<file path="src/rtl/i2crm_pkg.sv">
// i2crm_pkg: types, codes and constants for the i2c register master
// used by every file under rtl
package i2crm_pkg;

  localparam int unsigned MaxBytes = 256;
  localparam int unsigned CntW = 9;
  localparam int unsigned QDepth = 2;

  typedef enum logic [1:0] {
    ACT_START = 2'd0,
    ACT_WBYTE = 2'd1,
    ACT_TICK  = 2'd2,
    ACT_NONE  = 2'd3
  } action_e;

  typedef enum logic [4:0] {
    PH_IDLE, PH_ST_REL, PH_ST_SDA, PH_ST_SCL, PH_TX_LOW, PH_TX_HIGH,
    PH_AK_LOW, PH_AK_HIGH, PH_GAP_A, PH_GAP_B, PH_WAIT, PH_RS_PREP,
    PH_RX_LOW, PH_RX_HIGH, PH_MA_LOW, PH_MA_HIGH, PH_SP_LOW, PH_SP_SCL,
    PH_SP_REL
  } phase_e;

  typedef enum logic [2:0] {
    STG_ADDR_W, STG_REG, STG_ADDR_R, STG_WDATA, STG_RDATA
  } stage_e;

  typedef enum logic [0:0] {
    CFG_DEV_ADDR = 1'd0,
    CFG_HALF_PER = 1'd1
  } cfg_idx_e;

  typedef struct packed {
    logic [1:0] action;
    logic       is_read;
    logic [7:0] register_index;
    logic [8:0] byte_count;
    logic [7:0] write_byte;
    logic       scl_sense;
    logic       sda_sense;
  } in_item_t;

  typedef struct packed {
    logic       scl_drive_low;
    logic       sda_drive_low;
    logic       byte_valid;
    logic [7:0] read_byte;
    logic       need_byte;
    logic       busy_res;
    logic       finished;
    logic       status;
  } out_item_t;

  // classified command passed from front to back
  typedef struct packed {
    action_e         action;
    logic            is_read;
    logic [7:0]      register_index;
    logic [CntW-1:0] count;
    logic [7:0]      write_byte;
    logic            scl_sense;
    logic            sda_sense;
  } cmd_t;

endpackage

</file>
<file path="src/rtl/i2crm_front.sv">
// i2crm_front: accepts input beats, classifies them and saturates the count
// feeds a two-entry queue toward the sequencer; depends on i2crm_pkg
module i2crm_front (
  input  logic               clk_i,
  input  logic               rst_ni,
  input  logic               in_valid,
  output logic               in_ready,
  input  i2crm_pkg::in_item_t in_data,
  output logic               q_valid_o,
  input  logic               q_pop_i,
  output i2crm_pkg::cmd_t    q_cmd_o
);
  i2crm_pkg::cmd_t mem_q [i2crm_pkg::QDepth];
  logic rd_q, rd_d, wr_q, wr_d;
  logic [1:0] cnt_q, cnt_d;
  i2crm_pkg::cmd_t c;
  logic push;

  always_comb begin
    c.action = i2crm_pkg::action_e'(in_data.action);
    c.is_read = in_data.is_read;
    c.register_index = in_data.register_index;
    c.count = (in_data.byte_count > 9'(i2crm_pkg::MaxBytes)) ?
              9'(i2crm_pkg::MaxBytes) : in_data.byte_count;
    c.write_byte = in_data.write_byte;
    c.scl_sense = in_data.scl_sense;
    c.sda_sense = in_data.sda_sense;
  end

  assign in_ready = (cnt_q != 2'(i2crm_pkg::QDepth));
  assign push = in_valid && in_ready;
  assign q_valid_o = (cnt_q != 2'd0);
  assign q_cmd_o = mem_q[rd_q];
  assign rd_d = rd_q ^ (q_pop_i && q_valid_o);
  assign wr_d = wr_q ^ push;
  assign cnt_d = cnt_q + 2'(push) - 2'(q_pop_i && q_valid_o);

  always_ff @(posedge clk_i or negedge rst_ni) begin
    if (!rst_ni) begin
      rd_q <= 1'b0;
      wr_q <= 1'b0;
      cnt_q <= 2'd0;
    end else begin
      rd_q <= rd_d;
      wr_q <= wr_d;
      cnt_q <= cnt_d;
    end
  end

  always_ff @(posedge clk_i) begin
    if (push) mem_q[wr_q] <= c;
  end
endmodule

</file>
<file path="src/rtl/i2crm_seq.sv">
// i2crm_seq: bus sequencer; executes one queued command per cycle while its skid stage is
// empty, into an output register with a skid stage; depends on i2crm_pkg
module i2crm_seq (
  input  logic                 clk_i,
  input  logic                 rst_ni,
  input  logic                 cfg_we_i,
  input  logic [0:0]           cfg_idx_i,
  input  logic [15:0]          cfg_data_i,
  input  logic                 q_valid_i,
  output logic                 q_pop_o,
  input  i2crm_pkg::cmd_t      q_cmd_i,
  output logic                 out_valid,
  input  logic                 out_ready,
  output i2crm_pkg::out_item_t out_data
);
  i2crm_pkg::phase_e ph_q, ph_d;
  i2crm_pkg::stage_e stg_q, stg_d;
  logic [2:0]  bit_q, bit_d;
  logic [7:0]  sh_q, sh_d;
  logic [8:0]  left_q, left_d;
  logic [15:0] tk_q, tk_d;
  logic        dir_q, dir_d;
  logic [7:0]  reg_q, reg_d;
  logic [7:0]  pend_q, pend_d;
  logic        pv_q, pv_d, st_q, st_d;
  logic [6:0]  dev_q;
  logic [15:0] hp_q;
  logic        ov_q, sk_q;
  i2crm_pkg::out_item_t o_q, sk_d_q, res;
  logic        got, fin, done, stretch, fire;
  logic [7:0]  rb;
  logic [15:0] hp, tn;

  assign q_pop_o = q_valid_i && !sk_q;
  assign fire = q_pop_o;
  assign hp = (hp_q == 16'd0) ? 16'd1 : hp_q;
  assign stretch = (ph_q == i2crm_pkg::PH_ST_REL) || (ph_q == i2crm_pkg::PH_TX_HIGH) ||
                   (ph_q == i2crm_pkg::PH_AK_HIGH) || (ph_q == i2crm_pkg::PH_RX_HIGH) ||
                   (ph_q == i2crm_pkg::PH_MA_HIGH) || (ph_q == i2crm_pkg::PH_SP_SCL);
  assign tn = tk_q + 16'd1;

  always_comb begin
    ph_d = ph_q; stg_d = stg_q; bit_d = bit_q; sh_d = sh_q; left_d = left_q;
    tk_d = tk_q; dir_d = dir_q; reg_d = reg_q; pend_d = pend_q; pv_d = pv_q;
    st_d = st_q; got = 1'b0; fin = 1'b0; rb = 8'd0; done = 1'b0;
    case (q_cmd_i.action)
      i2crm_pkg::ACT_START: begin
        if (ph_q == i2crm_pkg::PH_IDLE) begin
          st_d = 1'b0;
          if (q_cmd_i.count == 9'd0) fin = 1'b1;
          else begin
            dir_d = q_cmd_i.is_read; reg_d = q_cmd_i.register_index;
            left_d = q_cmd_i.count; pv_d = 1'b0; stg_d = i2crm_pkg::STG_ADDR_W;
            bit_d = 3'd0; ph_d = i2crm_pkg::PH_ST_REL; tk_d = 16'd0;
          end
        end
      end
      i2crm_pkg::ACT_WBYTE: begin
        if (ph_q != i2crm_pkg::PH_IDLE && !dir_q && left_q != 9'd0 && !pv_q) begin
          pend_d = q_cmd_i.write_byte; pv_d = 1'b1;
        end
      end
      i2crm_pkg::ACT_TICK: begin
        if (ph_q == i2crm_pkg::PH_WAIT) begin
          if (pv_q) begin
            pv_d = 1'b0; left_d = left_q - 9'd1; sh_d = pend_q; bit_d = 3'd0;
            ph_d = i2crm_pkg::PH_TX_LOW; tk_d = 16'd0;
          end
        end else if (ph_q != i2crm_pkg::PH_IDLE && !(stretch && !q_cmd_i.scl_sense)) begin
          if (tn >= hp) begin tk_d = 16'd0; done = 1'b1; end
          else tk_d = tn;
        end
        if (done) begin
          tk_d = 16'd0;
          case (ph_q)
            i2crm_pkg::PH_ST_REL: ph_d = i2crm_pkg::PH_ST_SDA;
            i2crm_pkg::PH_ST_SDA: ph_d = i2crm_pkg::PH_ST_SCL;
            i2crm_pkg::PH_ST_SCL: begin
              sh_d = {dev_q, stg_q == i2crm_pkg::STG_ADDR_R};
              bit_d = 3'd0; ph_d = i2crm_pkg::PH_TX_LOW;
            end
            i2crm_pkg::PH_TX_LOW: ph_d = i2crm_pkg::PH_TX_HIGH;
            i2crm_pkg::PH_TX_HIGH: begin
              sh_d = {sh_q[6:0], 1'b0};
              if (bit_q == 3'd7) begin bit_d = 3'd0; ph_d = i2crm_pkg::PH_AK_LOW; end
              else begin bit_d = bit_q + 3'd1; ph_d = i2crm_pkg::PH_TX_LOW; end
            end
            i2crm_pkg::PH_AK_LOW: ph_d = i2crm_pkg::PH_AK_HIGH;
            i2crm_pkg::PH_AK_HIGH: begin
              if (q_cmd_i.sda_sense) begin st_d = 1'b1; ph_d = i2crm_pkg::PH_SP_LOW; end
              else ph_d = i2crm_pkg::PH_GAP_A;
            end
            i2crm_pkg::PH_GAP_A: ph_d = i2crm_pkg::PH_GAP_B;
            i2crm_pkg::PH_GAP_B: begin
              // next byte on the bus depends on which one just went out
              case (stg_q)
                i2crm_pkg::STG_ADDR_W: begin
                  stg_d = i2crm_pkg::STG_REG; sh_d = reg_q; bit_d = 3'd0;
                  ph_d = i2crm_pkg::PH_TX_LOW;
                end
                i2crm_pkg::STG_REG, i2crm_pkg::STG_WDATA: begin
                  if (stg_q == i2crm_pkg::STG_REG && dir_q) begin
                    stg_d = i2crm_pkg::STG_ADDR_R; ph_d = i2crm_pkg::PH_RS_PREP;
                  end else begin
                    stg_d = i2crm_pkg::STG_WDATA;
                    if (left_q == 9'd0) ph_d = i2crm_pkg::PH_SP_LOW;
                    else if (pv_q) begin
                      pv_d = 1'b0; left_d = left_q - 9'd1; sh_d = pend_q;
                      bit_d = 3'd0; ph_d = i2crm_pkg::PH_TX_LOW;
                    end else ph_d = i2crm_pkg::PH_WAIT;
                  end
                end
                default: begin
                  stg_d = i2crm_pkg::STG_RDATA;
                  if (stg_q != i2crm_pkg::STG_ADDR_R && left_q == 9'd0)
                    ph_d = i2crm_pkg::PH_SP_LOW;
                  else begin
                    left_d = left_q - 9'd1; bit_d = 3'd0; sh_d = 8'd0;
                    ph_d = i2crm_pkg::PH_RX_LOW;
                  end
                end
              endcase
            end
            i2crm_pkg::PH_RS_PREP: ph_d = i2crm_pkg::PH_ST_REL;
            i2crm_pkg::PH_RX_LOW: ph_d = i2crm_pkg::PH_RX_HIGH;
            i2crm_pkg::PH_RX_HIGH: begin
              sh_d = {sh_q[6:0], q_cmd_i.sda_sense};
              if (bit_q == 3'd7) begin
                bit_d = 3'd0; got = 1'b1; rb = sh_d; ph_d = i2crm_pkg::PH_MA_LOW;
              end else begin bit_d = bit_q + 3'd1; ph_d = i2crm_pkg::PH_RX_LOW; end
            end
            i2crm_pkg::PH_MA_LOW: ph_d = i2crm_pkg::PH_MA_HIGH;
            i2crm_pkg::PH_MA_HIGH: ph_d = i2crm_pkg::PH_GAP_A;
            i2crm_pkg::PH_SP_LOW: ph_d = i2crm_pkg::PH_SP_SCL;
            i2crm_pkg::PH_SP_SCL: ph_d = i2crm_pkg::PH_SP_REL;
            i2crm_pkg::PH_SP_REL: begin ph_d = i2crm_pkg::PH_IDLE; fin = 1'b1; end
            default: ph_d = i2crm_pkg::PH_IDLE;
          endcase
        end
      end
      default: ;
    endcase

    res = '0;
    case (ph_d)
      i2crm_pkg::PH_ST_SDA, i2crm_pkg::PH_SP_SCL: res.sda_drive_low = 1'b1;
      i2crm_pkg::PH_ST_SCL, i2crm_pkg::PH_GAP_A, i2crm_pkg::PH_GAP_B,
      i2crm_pkg::PH_WAIT, i2crm_pkg::PH_SP_LOW: begin
        res.scl_drive_low = 1'b1; res.sda_drive_low = 1'b1;
      end
      i2crm_pkg::PH_TX_LOW: begin
        res.scl_drive_low = 1'b1; res.sda_drive_low = !sh_d[7];
      end
      i2crm_pkg::PH_TX_HIGH: res.sda_drive_low = !sh_d[7];
      i2crm_pkg::PH_AK_LOW, i2crm_pkg::PH_RS_PREP, i2crm_pkg::PH_RX_LOW:
        res.scl_drive_low = 1'b1;
      i2crm_pkg::PH_MA_LOW: begin
        res.scl_drive_low = 1'b1; res.sda_drive_low = (left_d != 9'd0);
      end
      i2crm_pkg::PH_MA_HIGH: res.sda_drive_low = (left_d != 9'd0);
      default: ;
    endcase
    res.byte_valid = got;
    res.read_byte = rb;
    res.need_byte = (ph_d != i2crm_pkg::PH_IDLE) && !dir_d && (left_d != 9'd0) && !pv_d;
    res.busy_res = (ph_d != i2crm_pkg::PH_IDLE);
    res.finished = fin;
    res.status = st_d;
  end

  always_ff @(posedge clk_i or negedge rst_ni) begin
    if (!rst_ni) begin
      ph_q <= i2crm_pkg::PH_IDLE; stg_q <= i2crm_pkg::STG_ADDR_W; bit_q <= 3'd0;
      sh_q <= 8'd0; left_q <= 9'd0; tk_q <= 16'd0; dir_q <= 1'b0; reg_q <= 8'd0;
      pv_q <= 1'b0; st_q <= 1'b0; dev_q <= 7'd0; hp_q <= 16'd100;
      ov_q <= 1'b0; sk_q <= 1'b0;
    end else begin
      if (fire) begin
        ph_q <= ph_d; stg_q <= stg_d; bit_q <= bit_d; sh_q <= sh_d; left_q <= left_d;
        tk_q <= tk_d; dir_q <= dir_d; reg_q <= reg_d; pv_q <= pv_d; st_q <= st_d;
      end
      if (cfg_we_i) begin
        case (cfg_idx_i)
          i2crm_pkg::CFG_DEV_ADDR: dev_q <= cfg_data_i[6:0];
          i2crm_pkg::CFG_HALF_PER: hp_q <= cfg_data_i;
          default: ;
        endcase
      end
      // output register plus skid beat
      if (!ov_q || out_ready) begin
        ov_q <= fire || sk_q;
        sk_q <= 1'b0;
      end else if (fire) sk_q <= 1'b1;
    end
  end

  always_ff @(posedge clk_i) begin
    if (fire) pend_q <= pend_d;
    if (!ov_q || out_ready) o_q <= sk_q ? sk_d_q : res;
    else if (fire) sk_d_q <= res;
  end

  assign out_valid = ov_q;
  assign out_data = o_q;
endmodule

</file>
<file path="src/rtl/i2c_register_master.sv">
// i2c_register_master: top level, front classifier, queue and bus sequencer
// depends on i2crm_pkg, i2crm_front, i2crm_seq
//
// channel  | handshake            | payload
// in       | in_valid/in_ready    | in_data  (i2crm_pkg::in_item_t)
// out      | out_valid/out_ready  | out_data (i2crm_pkg::out_item_t)
// cfg      | cfg_we_i             | cfg_idx_i, cfg_data_i
//
// one beat a cycle while neither side stalls; a beat waits in the queue, its result in the output register
// the sequencer state update is one step per beat
// a two-entry queue and an output skid stage let each side stall alone
// reset is asynchronous and active low; no clearing pass
module i2c_register_master (
  input  logic                 clk_i,
  input  logic                 rst_ni,
  input  logic                 cfg_we_i,
  input  logic [0:0]           cfg_idx_i,
  input  logic [15:0]          cfg_data_i,
  input  logic                 in_valid,
  output logic                 in_ready,
  input  i2crm_pkg::in_item_t  in_data,
  output logic                 out_valid,
  input  logic                 out_ready,
  output i2crm_pkg::out_item_t out_data
);
  logic q_valid, q_pop;
  i2crm_pkg::cmd_t q_cmd;

  i2crm_front u_front (
    .clk_i, .rst_ni, .in_valid, .in_ready, .in_data,
    .q_valid_o(q_valid), .q_pop_i(q_pop), .q_cmd_o(q_cmd)
  );

  i2crm_seq u_seq (
    .clk_i, .rst_ni, .cfg_we_i, .cfg_idx_i, .cfg_data_i,
    .q_valid_i(q_valid), .q_pop_o(q_pop), .q_cmd_i(q_cmd),
    .out_valid, .out_ready, .out_data
  );
endmodule

</file>
<file path="config.mk">
export PLATFORM = sky130hd
export DESIGN_NAME = i2c_register_master
export DESIGN_NICKNAME = d
export VERILOG_FILES = /design/src/rtl/i2crm_pkg.sv /design/src/rtl/i2crm_front.sv /design/src/rtl/i2crm_seq.sv /design/src/rtl/i2c_register_master.sv
export SDC_FILE = /design/constraint.sdc
export NUM_CORES = 1
export LEC_CHECK = 0
export BUFFER_PORTS_ARGS = -buffer_cell sky130_fd_sc_hd__buf_2
export CORE_ASPECT_RATIO = 1.25
export CORE_MARGIN = 3
export CORE_UTILIZATION = 31
export CTS_BUF_LIST = sky130_fd_sc_hd__clkbuf_8
export CTS_CLUSTER_DIAMETER = 40
export DETAILED_ROUTE_END_ITERATION = 6
export HOLD_SLACK_MARGIN = 0.08
export SETUP_SLACK_MARGIN = 0.2
export SKIP_LAST_GASP = 1
export SYNTH_ARGS = -nofsm -noshare
export SYNTH_HDL_FRONTEND = slang
export SYNTH_HIERARCHICAL = 1
export SYNTH_SLANG_ARGS = --single-unit
</file>
<file path="constraint.sdc">
create_clock -name clk_i -period 4.1 [get_ports clk_i]
set_input_delay 0.205 -clock clk_i [delete_from_list [all_inputs] [get_ports clk_i]]
set_output_delay 0.205 -clock clk_i [all_outputs]
set_load 0.02 [all_outputs]
</file>
==> reports/metrics.yaml, run 1 <==
outcome: "complete, no violations"
area_growth_pct: 22.80
wl_met2_mm: 14.06
synth_area_um2: 10040
ys_types: 90
slew_violations: 0
wl_mm: 28.61
hpwl_mm: 20.43
end_kind: "flip-flop"
drt_iter0_drc: 721
critPathLaunchType: "flip-flop"
synth-edff-count: 98
peakVddDrop_mv: 0.2900
grt_pass1_wl_mm: 44.82
final_common_cell: "edfxtp_1"
async_reset_ff_frac: 0.4615
cp.arrival_ns: 4.15
fin_ws_ns: 0.1596
ys_seq_elements: 182
cts_tree: "done"
path_common_cell: "and3_4"
grt_max_degree: 55
place_area_um2: 11160
ios: 69
fp.dieH_um: 207.2
hold_viol: 0
ant_nets: 0
maxCapViolCount: 0
dp_cells: 1411
portBuffers: 68
worstMarginPinSlew_ns: 0.9166
overflow: 0
globalRouteTotalUtil: 0.1635
period_minus_slack_ns: 3.940
insertion_delay_ns: 0.48
final-setup-viol-count: 0
slowest_delay_ns: 0.40
syn_area_per_cell_um2: 10.90
rows: 73
avgViaCountPerCell: 5.319
place_congestion: 0.9498
wl_per_cell_um: 19.10
start_util: 0.3148
antenna_found_initial: 0
final_area_um2: 12320
finalNonFillerCells: 1498
fin_worst_skew_ns: 0.01364
worstPathMaxFanout: 6
drive_gt1_frac: 0.2919
path_clk_slew_ns: 0.11
fin_crit_sh: 0.9611
dr_total_vias: 7968
nets: 1147
fmax_ghz: 0.2538
relSlewSlack: 0.3822
slowest_stage: "dfrtp_1"
cts_root_buf: "clkbuf_8"
drt_drc_violations_left: 0
powerDensity_nw_per_um2: 575.0
rsz0062_at_grt: "true"
die_x_um: 166.9
met1_length_mm: 12.27
drt-pass1-iter-count: 5
critical_path.cell_chain: "and3_4, and3_4, and3_4, and3_4, and3_4, xor2_2, ha_1, o211ai_1, nor2_1, a221oi_2, o21a_4, buf_6, nor3_4, a311oi_2, nand4_1, o31ai_4, a41oi_2"
hold_path.class: "in -> reg"
dp_slack_ns: -0.1819
core_area_um2: 31880
die-area_um2: 34580
cts_buffers: 17
required_ns: 4.31
dr_wl_met3_mm: 1.536
clk_path_buf_depth: 2
yosysWarnings: 6
netlist_instances: 921
cts.sinks: 182
n_antenna_cell: 0
final.setup.tns_ns: 0
syn_nets: 995
grt_pass1_vias: 7949
power.leakage_nw: 4.931
synth_seq_area_share: 0.5031
cts-htree-levels: 4
top_layer: "met4"
synth_flop_cell: "edfxtp_1"
crit_type: "reg -> reg"
final_cell_mix: "98 x edfxtp_1, 81 x dfrtp_1, 76 x nand2_1, 74 x mux2_2, 72 x buf_4"
[cells in the mapped netlist, types with 11 or more instances]
| cell type | n | area [um^2] |
|---|---|---|
| a21oi_1 | 43 | 215.2 |
| a22o_1 | 14 | 122.6 |
| a31oi_1 | 16 | 100.1 |
| a32o_1 | 12 | 120.1 |
| and2_1 | 11 | 68.82 |
| and3_1 | 17 | 106.4 |
| buf_2 | 14 | 70.07 |
| clkbuf_1 | 33 | 123.9 |
| dfrtp_1 | 81 | 2027 |
| edfxtp_1 | 98 | 2943 |
| ha_1 | 22 | 275.3 |
| inv_1 | 31 | 116.4 |
| mux2_2 | 74 | 833.3 |
| mux2i_1 | 12 | 120.1 |
| nand2_1 | 78 | 292.8 |
| nand2b_1 | 11 | 68.82 |
| nand3_1 | 22 | 110.1 |
| nor2_1 | 50 | 187.7 |
| nor2b_1 | 20 | 125.1 |
| nor3_1 | 17 | 85.08 |
| o21ai_0 | 62 | 310.3 |
| xnor2_1 | 17 | 148.9 |
[per-layer routing]
layer  track usage  vias to the layer above
li1              -                     3792
met1        0.2112                     3858
met2        0.2703                      271
met3       0.03436                       47
met4       0.06090                        0
met5             0                        -
[power breakdown]
part | switching, mW | internal (mW) | leakage [nW]
sequential | 0.328 | 2.39 | 2.01
clock | 0.746 | 0.458 | 0.198
combinational | 1.95 | 1.22 | 2.72
total | 3.02 | 4.07 | 4.93
[final timing paths]
| kind | start | end | slack, ns | depth (start not counted) |
|---|---|---|---|---|
| worst max-delay path | u_seq/tk_q[3] | u_seq/out_data[13] | 0.16 | 17 |
| worst min-delay path | in_data[14] | u_front/mem_q[1][14] | 0.1 | 2 |
| worst max register to register | u_seq/tk_q[3] | u_seq/out_data[13] | 0.16 | 17 |
| worst min register to register | u_seq/st_q | u_seq/st_q | 0.50 | 2 |
| max in group asynchronous | rst_ni | u_seq/hp_q[5] | 2.80 | 3 |
| min in group asynchronous | rst_ni | u_seq/left_q[8] | 0.35 | 2 |
[metrics by stage]
| stage | hold WS (ns) | util | power, mW |
|---|---|---|---|
| final | 0.09782 | 0.3866 | 7.087 |
| after CTS | 0.08378 | 0.3812 | 7.032 |
| after detailed placement | 0.3256 | 0.3502 | 5.741 |
| after global placement | 0.3342 | 0.3502 | 5.749 |
| after floorplan | -0.09059 | - | 4.672 |
| after global routing | 0.09910 | 0.3866 | 7.507 |
[layout make-up]
type | instances | area (um^2)
fillers | 3106 | 19550
flip-flops and latches | 182 | 5049
multi-input cells | 653 | 4890
clock inverters | 15 | 153.9
repair buffers | 187 | 1363
inverters | 32 | 120.1
clock buffers | 17 | 234.0
well taps | 412 | 515.5
[critical path, delay by kind of cell (launching register included)]
| kind | cells | cell delay (ns) |
|---|---|---|
| AOI/OAI and AO/OA | 6 | 1.38 |
| xor gates and xnor gates | 1 | 0.17 |
| adders and majority gates | 1 | 0.34 |
| buffers and inverters | 1 | 0.12 |
| DFF | 1 | 0.40 |
| and+or+nand+nor | 8 | 1.24 |
[logic make-up (layout without fill, tap and decap cells)]
| group | Yosys count | in the layout | share of synthesized area |
|---|---|---|---|
| AOI/OAI and AO/OA | 239 | 239 | 0.1692 |
| xor gates and xnor gates | 25 | 25 | 0.02182 |
| adders and majority gates | 22 | 22 | 0.02743 |
| buffers and inverters | 86 | 251 | 0.03578 |
| DFF | 182 | 182 | 0.5031 |
| muxes | 86 | 86 | 0.09500 |
| and+or+nand+nor | 281 | 281 | 0.1477 |
[sequential cells by signal, indices dropped and copies added (netlist names), 2 cells and up]
register	count
u_seq/hp_q	16
u_seq/left_q	9
u_front/mem_q	60
u_seq/sh_q	8
u_seq/stg_q	3
u_front/cnt_q	2
u_seq/dev_q	7
u_seq/tk_q	16
u_seq/sk_d_q	15
u_seq/ph_q	5
u_seq/out_data	15
u_seq/reg_q	8
u_seq/bit_q	3
u_seq/pend_q	8
[repair_timing]
| item | CTS | global route |
|---|---|---|
| buffers inserted | 4 | 7 |
| setup endpoints to repair | 8 | 16 |
| endpoints found under the hold margin | 128 | 0 |
| gates cloned | 1 | 0 |
| pin swaps | 18 | 18 |
| hold buffers | 43 | 0 |
| gates resized for setup | 30 | 24 |
(Power assumes the default switching activity.)
==> inputs of run 2 (changes only) <==
--- a/config.mk
+++ b/config.mk
@@ -5,6 +5,7 @@
 export SDC_FILE = /design/constraint.sdc
 export NUM_CORES = 1
 export LEC_CHECK = 0
+export ABC_AREA = 1
 export BUFFER_PORTS_ARGS = -buffer_cell sky130_fd_sc_hd__buf_2
 export CORE_ASPECT_RATIO = 1.25
 export CORE_MARGIN = 3
==> reports/metrics.yaml, run 2 <==
overflow: 0
fin_crit_sh: 0.9447
place_congestion: 0.9346
area_growth_pct: 20.85
critPathLaunchType: "flip-flop"
relSlewSlack: 0.4101
netlist_instances: 1291
synth_seq_area_share: 0.4856
drt-pass1-iter-count: 5
cts_buffers: 17
worstPathMaxFanout: 7
fp.dieH_um: 210.8
muxShareOfSynthArea: 0.009747
portBuffers: 68
insertion_delay_ns: 0.49
synth_xor_area_frac: 0.01348
nets: 1510
outcome: "complete, no violations"
final_cell_mix: "396 x nand2_1, 138 x inv_1, 108 x nor2_1, 98 x edfxtp_1, 88 x o21ai_0"
period_minus_slack_ns: 3.873
peakVddDrop_mv: 0.2805
syn_area_per_cell_um2: 8.054
largest_register_ff_count: 60
synth_area_leaders: "edfxtp_1 28%, dfrtp_1 19%, nand2_1 15%"
antenna_found_initial: 1
synth_flop_cell: "edfxtp_1"
r2r_slack_ns: 0.23
path_clk_slew_ns: 0.11
hpwl_mm: 20.55
final_common_cell: "nand2_1"
required_ns: 4.34
async_reset_ff_frac: 0.4615
synth-simple-area-share: 0.2854
cts-htree-levels: 4
slew_violations: 0
die_x_um: 169.8
wl_mm: 28.63
wl_per_cell_um: 15.33
crit_type: "reg -> reg"
rows: 74
fin_worst_skew_ns: 0.03361
maxCapViolCount: 0
crit_start: "u_seq/tk_q[1]"
ant_nets: 0
grt_max_degree: 57
yosysWarnings: 6
synthMostInstantiatedCell: "nand2_1"
drt_iter0_drc: 653
ios: 69
core_area_um2: 32870
synth_area_um2: 10400
top_regs: "u_front/mem_q (60), u_seq/hp_q (16), u_seq/tk_q (16)"
syn_nets: 1365
drive_gt1_frac: 0.1953
globalRouteTotalUtil: 0.1612
grt_pass1_vias: 8814
power_mw: 7.150
avgViaCountPerCell: 4.903
fmax_ghz: 0.2582
synth_fa_ha_area_frac: 0.02647
r2r_start: "u_seq/tk_q[1]"
drt_drc_violations_left: 0
cp.arrival_ns: 4.12
synth_compound_area_frac: 0.1049
synth-edff-count: 98
regMostFlops: "u_front/mem_q"
synth_top_area_frac: 0.2830
worstMarginPinSlew_ns: 0.8827
start_util: 0.3163
die-area_um2: 35790
final_area_um2: 12570
ys_seq_elements: 182
cts_tree: "done"
power.leakage_nw: 5.949
clk_path_buf_depth: 2
finalNonFillerCells: 1868
rsz0062_at_grt: "true"
place_area_um2: 11350
dp_cells: 1776
cts.sinks: 182
synth_top_area_cell: "edfxtp_1"
ys_types: 51
hold_path.class: "in -> reg"
grt_pass1_wl_mm: 45.86
hold_viol: 0
cts_root_buf: "clkbuf_8"
netlist_top_cells_count: "408 x nand2_1, 141 x inv_1, 116 x nor2_1, 98 x edfxtp_1, 90 x o21ai_0"
powerDensity_nw_per_um2: 569.0
dr_total_vias: 9159
final-setup-viol-count: 0
synth_top_family_by_area: "simple AND/OR/NAND/NOR gates"
hp-start: "in_valid"
end_kind: "flip-flop"
## run 2: cell count changes after synthesis, sizes merged, moves of 14 or more
cell    change
nand3      +51
o21ai      +36
inv       +122
xnor2      -16
mux2       -65
nor2b      -20
nor2       +92
a22o       -14
nand2     +347
clkbuf     -16
and3       -16
## run 2: per-layer routing
layer,GRT usage,part of all wire
met1,0.2090,0.43
met2,0.2665,0.48
met3,0.02770,0.054
met4,0.06744,0.034
met5,0,0
## run 2: final timing paths
check	to	cells past startpoint
max	u_seq/out_data[13]	26
min in group asynchronous	u_seq/dir_q	2
min	u_front/cnt_q[1]	6
max reg2reg	u_seq/out_data[13]	26
min reg2reg	u_seq/dev_q[6]	2
max in group asynchronous	u_seq/hp_q[6]	3
## run 2: metrics by stage
step / hold WS, ns / utilization / setup TNS, ns / worst slack [ns]
floorplan: -0.09059 / - / 0 / 0.3032
global placement: 0.3367 / 0.3452 / 0 / 0.02600
detailed placement: 0.3381 / 0.3452 / -0.04182 / -0.03604
CTS: 0.1105 / 0.3771 / 0 / 0.1047
global route: 0.1413 / 0.3823 / -0.1418 / -0.1361
finish: 0.1369 / 0.3823 / 0 / 0.2267
## run 2: logic make-up (layout without fill, tap and decap cells)
family	count (synthesis)	count (layout)
muxes	9	9
other	0	1
xor gates and xnor gates	16	16
buffers and inverters	192	350
and+or+nand+nor	676	676
DFF	182	182
AOI/OAI and AO/OA	194	194
adders and majority gates	22	22
## run 2: final cells by class
| cell class | count | area (um^2) |
|---|---|---|
| tap | 418 | 523.0 |
| clock inverter | 15 | 168.9 |
| fill | 3359 | 20300 |
| antenna | 1 | 2.502 |
| multi-input combinational | 917 | 4823 |
| timing repair buffer | 162 | 1174 |
| timing repair inverter | 1 | 3.754 |
| inverter | 155 | 588.1 |
| clock buffer | 17 | 234.0 |
| sequential | 182 | 5049 |
## run 2: repair_timing
item | 4_1_cts | 5_1_grt
gates resized for setup | 27 | 37
gates cloned | 1 | 0
pin swaps | 21 | 31
hold buffers | 47 | 0
endpoints found under the setup margin | 28 | 69
endpoints found under the hold margin | 138 | 0
setup buffers | 8 | 3
## run 2: power breakdown
| group | leakage [nW] | internal (mW) | switching (mW) |
|---|---|---|---|
| clock network | 0.199 | 0.469 | 0.782 |
| registers | 1.98 | 2.42 | 0.227 |
| logic | 3.77 | 1.01 | 2.25 |
| total | 5.95 | 3.89 | 3.26 |
## run 2: critical path, stage by stage, from the launching register on
cell and delay [ns]:
dfrtp_1 0.41, nand3_2 0.12, nor3_4 0.15, nand2_2 0.09, buf_4 0.14, nor4_1 0.17, nand3_1 0.12, xor2_1 0.21
inv_1 0.07, ha_1 0.32, nand4_1 0.23, nor3_4 0.22, nand3_2 0.11, nand3_4 0.15, nand3_4 0.16, clkinv_4 0.11
nand2_1 0.05, nand2_1 0.05, nand2_1 0.06, a21oi_2 0.14, nand2_1 0.07, nor2_1 0.10, nand2_1 0.11, nand2_1 0.09
nand2_1 0.07, nand2_1 0.07, nand2_1 0.05
